### config.mk
export PLATFORM = sky130hd
export DESIGN_NAME = pdtu_ctrl
export DESIGN_NICKNAME = d
export VERILOG_FILES = /design/src/pdtu_pkg.sv /design/src/pdtu_ctrl.sv
export SDC_FILE = /design/constraint.sdc
export NUM_CORES = 1
export LEC_CHECK = 0
export ABC_CLOCK_PERIOD_IN_PS = 1000
export BUFFER_PORTS_ARGS = -buffer_cell sky130_fd_sc_hd__buf_2
export CAP_MARGIN = 20
export CORE_AREA = 2 2 39 41
export DETAILED_ROUTE_END_ITERATION = 6
export DIE_AREA = 0 0 41 43
export SYNTH_ARGS = -nofsm -noshare
export SYNTH_HDL_FRONTEND = slang
export SYNTH_SLANG_ARGS = --single-unit
### constraint.sdc
create_clock -name aclk -period 1 [get_ports aclk]
set_input_delay 0.1 -clock aclk [delete_from_list [all_inputs] [get_ports aclk]]
set_output_delay 0.1 -clock aclk [all_outputs]
set_load 0.01 [all_outputs]
### src/pdtu_pkg.sv
`default_nettype none

package pdtu_pkg;

    localparam logic [47:0] DRAM_BASE        = 48'h0000_8000_0000;
    localparam logic [47:0] STACK_BASE_RESET = 48'h000A_0000_0000;
    localparam logic [11:0] DESC_RESET_ATTRS = 12'h727;
    localparam int          AF_BIT           = 10;
    localparam int          AP_LSB           = 6;
    localparam int          PAGE_SHIFT       = 12;

    typedef enum logic [1:0] {
        REQ_SET_FLAG = 2'd0,
        REQ_SET_PERM = 2'd1,
        REQ_SET_MAP  = 2'd2,
        REQ_READ_MAP = 2'd3
    } req_type_t;

    typedef enum logic [1:0] {
        STATUS_OK         = 2'd0,
        STATUS_BELOW      = 2'd1,
        STATUS_BEYOND     = 2'd2,
        STATUS_FLAG_STACK = 2'd3
    } status_t;

    typedef enum logic [2:0] {
        ST_CLEAR,
        ST_IDLE,
        ST_CHECK,
        ST_READ,
        ST_WRITE,
        ST_SHADOW_READ,
        ST_SHADOW_WRITE,
        ST_DONE
    } state_t;

    typedef struct packed {
        logic clear_step;
        logic load_req;
        logic check;
        logic rd_main;
        logic wr_main;
        logic rd_shadow;
        logic wr_shadow;
        logic load_out;
    } ctrl_cmd_t;

    typedef struct packed {
        logic clear_done;
        logic fail;
        logic stack_write;
        logic out_free;
    } dp_stat_t;

endpackage

`default_nettype wire

### src/pdtu_ctrl.sv
`default_nettype none

module pdtu_ctrl (
    input  wire logic                 aclk,
    input  wire logic                 aresetn,
    input  wire logic                 s_tvalid,
    output logic                      s_tready,
    input  wire pdtu_pkg::dp_stat_t   stat,
    output pdtu_pkg::ctrl_cmd_t       cmd
);
    import pdtu_pkg::*;

    state_t state_reg;
    state_t state_next;

    always_ff @(posedge aclk) begin
        if (!aresetn) begin
            state_reg <= ST_CLEAR;
        end else begin
            state_reg <= state_next;
        end
    end

    always_comb begin
        state_next = state_reg;
        unique case (state_reg)
            ST_CLEAR: begin
                if (stat.clear_done) state_next = ST_IDLE;
            end
            ST_IDLE: begin
                if (s_tvalid) state_next = ST_CHECK;
            end
            ST_CHECK:        state_next = ST_READ;
            ST_READ:         state_next = stat.fail ? ST_DONE : ST_WRITE;
            ST_WRITE:        state_next = stat.stack_write ? ST_SHADOW_READ : ST_DONE;
            ST_SHADOW_READ:  state_next = ST_SHADOW_WRITE;
            ST_SHADOW_WRITE: state_next = ST_DONE;
            ST_DONE: begin
                if (stat.out_free) state_next = ST_IDLE;
            end
            default:         state_next = ST_CLEAR;
        endcase
    end

    always_comb begin
        cmd      = '0;
        s_tready = 1'b0;
        unique case (state_reg)
            ST_CLEAR:        cmd.clear_step = 1'b1;
            ST_IDLE: begin
                s_tready     = 1'b1;
                cmd.load_req = s_tvalid;
            end
            ST_CHECK:        cmd.check     = 1'b1;
            ST_READ:         cmd.rd_main   = !stat.fail;
            ST_WRITE:        cmd.wr_main   = 1'b1;
            ST_SHADOW_READ:  cmd.rd_shadow = 1'b1;
            ST_SHADOW_WRITE: cmd.wr_shadow = 1'b1;
            ST_DONE:         cmd.load_out  = stat.out_free;
            default:         cmd           = '0;
        endcase
    end

endmodule

`default_nettype wire

==> run_results.csv <==
group,metric,value,unit
sta,finalWorstSetupSlack,-0.166,ns
route,final_antenna_net_count,0,
synth,yosysWarnings,0,
synth,synth-edff-count,0,
synth,synthFlopType,"dfxtp_1",
floorplan,start_util,0.188,
sta,rsz0062_at_grt,"true",
synth,synthArstFlopShare,0,
power_and_ir_drop,peakVddDrop,0.000490,V
worst_setup_path,cp_top_family,"flip-flops",
sta,post-route-min-period,1.17,ns
route,viasPerCell,4.55,
floorplan,rows,14,
worst_setup_path,cp.arrival,1.07,ns
synth,synth_top_area_cell,"dfxtp_1",
power_and_ir_drop,swShare,0.326,
global_route,antenna_found_initial,0,
layout,design_area,592,um2
route,first_iter_violations,2,
power_and_ir_drop,power_frac_comb,0.431,
layout,synthToLayoutAreaGrowth,127,%
sta,worst_pin_slew,0.249,ns
sta,setup_viol,11,
route,wirelength,950,um
floorplan,fp.dieH,43,um
cts,cts.sinks,3,
power_and_ir_drop,p_leak,0.287,nW
placed_design,dp.cells,61,
synth,synthTopCellsByArea,"dfxtp_1 (23%), nor3b_2 (9.6%), buf_4 (8.7%), and3b_1 (6.7%), o41ai_2 (6.3%)",
layout,drive_gt1_frac,0.869,
power_and_ir_drop,p_sw,0.214,mW
global_route,grt_overflow_total,0,
worst_setup_path,required,0.90,ns
layout,n_antenna_cell,0,
synth,ys_types,19,
worst_setup_path,crit_type,"flop to output port",
synth,synth_top_area_share,0.231,
global_route,grt_pass1_wl,1290,um
sta,slew-limit-headroom,0.834,
synth,syn-num-nets,37,
power_and_ir_drop,p_per_area,1110,nW/um2
power_and_ir_drop,finalPower,0.658,mW
power_and_ir_drop,seqPwrFrac,0.231,
synth,syn_area,260,um2
worst_setup_path,cp_slowest_cell,"dfxtp_4",
route,vias,350,
synth,synth_cells,30,
hold_path,hold_class,"primary input to flop",
route,drt_pass1_iterations,2,
layout,largest_reg_flops,3,
placed_design,place_ws,-0.134,ns
route,drc,0,
sta,finalMaxSlewViolations,0,
synth,ys_seq_area_frac,0.231,
global_route,grt_usage,0.120,
placed_design,globalplace.congestion,0.808,
status,status,"complete, but fails checks",
floorplan,die_area,1760,um2
sta,hold_viol_final,0,
placed_design,place_hpwl,474,um
cts,htreeDepth,1,
power_and_ir_drop,p_int,0.443,mW
synth,ys_ff_latch,3,
cts,clk_latency,0.24,ns
placed_design,place_area,364,um2
worst_setup_path,start_kind,"flop",
power_and_ir_drop,pwr-share-clk,0.338,
cts,cts_buffer_depth,2,
synth,avgSynthCellArea,8.68,um2
floorplan,ios,16,
sta,fmax,0.858,GHz
synth,synthTopCellsByCount,"buf_4 (3), dfxtp_1 (3)",
sta,post-route-period-util,1.17,
cts,root_buffer,"clkbuf_4",
flow_run,maxCapViolCount,0,
worst_setup_path,end_kind,"output port",
worst_setup_path,worstPathMaxFanout,6,
route,post_drt_wl_per_cell,12.3,um
layout,final_cells,77,
worst_setup_path,cp.buffers_inverters,2,
cts,cts_made_buffers,3,
global_route,grt_max_degree,8,
sta,skew,0.00359,ns
layout,fin_util,0.428,
floorplan,core-area,1380,um2
global_route,grt_pass1_vias,322,
worst_setup_path,slowest_delay,0.37,ns
cts,hold_buffers,0,
cts,cts_tree,"built",
placed_design,io_buffers,15,
worst_setup_path,crit_chain,"buf_4 > and3b_1 > buf_2",
layout,nNetsFinal,69,
cts,clkSlewWorstSetupHoldPaths,0.04,ns
status,failed_checks,"setup timing",
floorplan,die_w,41,um
-- cells by family after synthesis --
family                 share of synthesized area
DFF                                        0.231
AOI/OAI and AO/OA                          0.212
buffers and inverters                     0.0865
and+or+nand+nor                            0.471
-- placed cells by master, fill, tap and decap left out, types with 2 or more instances in the layout --
master	instances
nand2_4	2
buf_2	13
buf_4	12
buf_6	5
and3b_1	2
nor3b_2	3
clkbuf_4	3
a21oi_2	2
dfxtp_4	2
-- area by class of cell --
cell class | count | area (um2)
clock buffer | 4 | 26.3
fill | 142 | 792
multi-input combinational | 24 | 265
sequential | 3 | 68.8
tap | 16 | 20.0
timing repair buffer | 30 | 211
-- tightest hold or removal path, delay by kind of cell --
kind	cells	cell delay [ns]
compound gates	2	0.08
buf+inv	1	0.13
-- path summary, 6_finish.rpt --
kind | startpoint | end | cells after the start | slack [ns]
setup / recovery | state_reg[2] | cmd[1] | 3 | -0.17
hold / removal | aresetn | state_reg[0] | 3 | 0.12
setup reg to reg | state_reg[2] | state_reg[0] | 3 | -0.11
hold reg to reg | state_reg[0] | state_reg[1] | 3 | 0.71
-- power groups by stage --
stage,registers [mW],logic (mW),clock network (mW)
2_1_floorplan,0.144,0.119,0
3_3_place_gp,0.159,0.158,0
3_5_place_dp,0.160,0.158,0
4_1_cts,0.152,0.231,0.231
5_1_grt,0.155,0.302,0.251
6_report,0.152,0.283,0.222
-- stage by stage --
stage | TNS [ns] | hold slack, ns
global placement | -0.628 | 0.350
finish | -1.32 | 0.118
CTS | -1.35 | 0.106
detailed placement | -0.712 | 0.348
global route | -1.88 | 0.111
floorplan | 0 | 0.206
-- metal layers --
metal	vias to the layer above	track usage	part of all wire
li1	173	-	-
met4	0	0.120	0.015
met3	2	0.0471	0.075
met5	-	0	0
met2	14	0.181	0.56
met1	161	0.112	0.35
-- what timing repair did --
item / 4_1_cts / 5_1_grt
gates resized for setup: 20 / 10
setup buffers: 8 / 4
pin swaps: 7 / 8
endpoints found under the setup margin: 12 / 12
(Power assumes the default switching activity.)
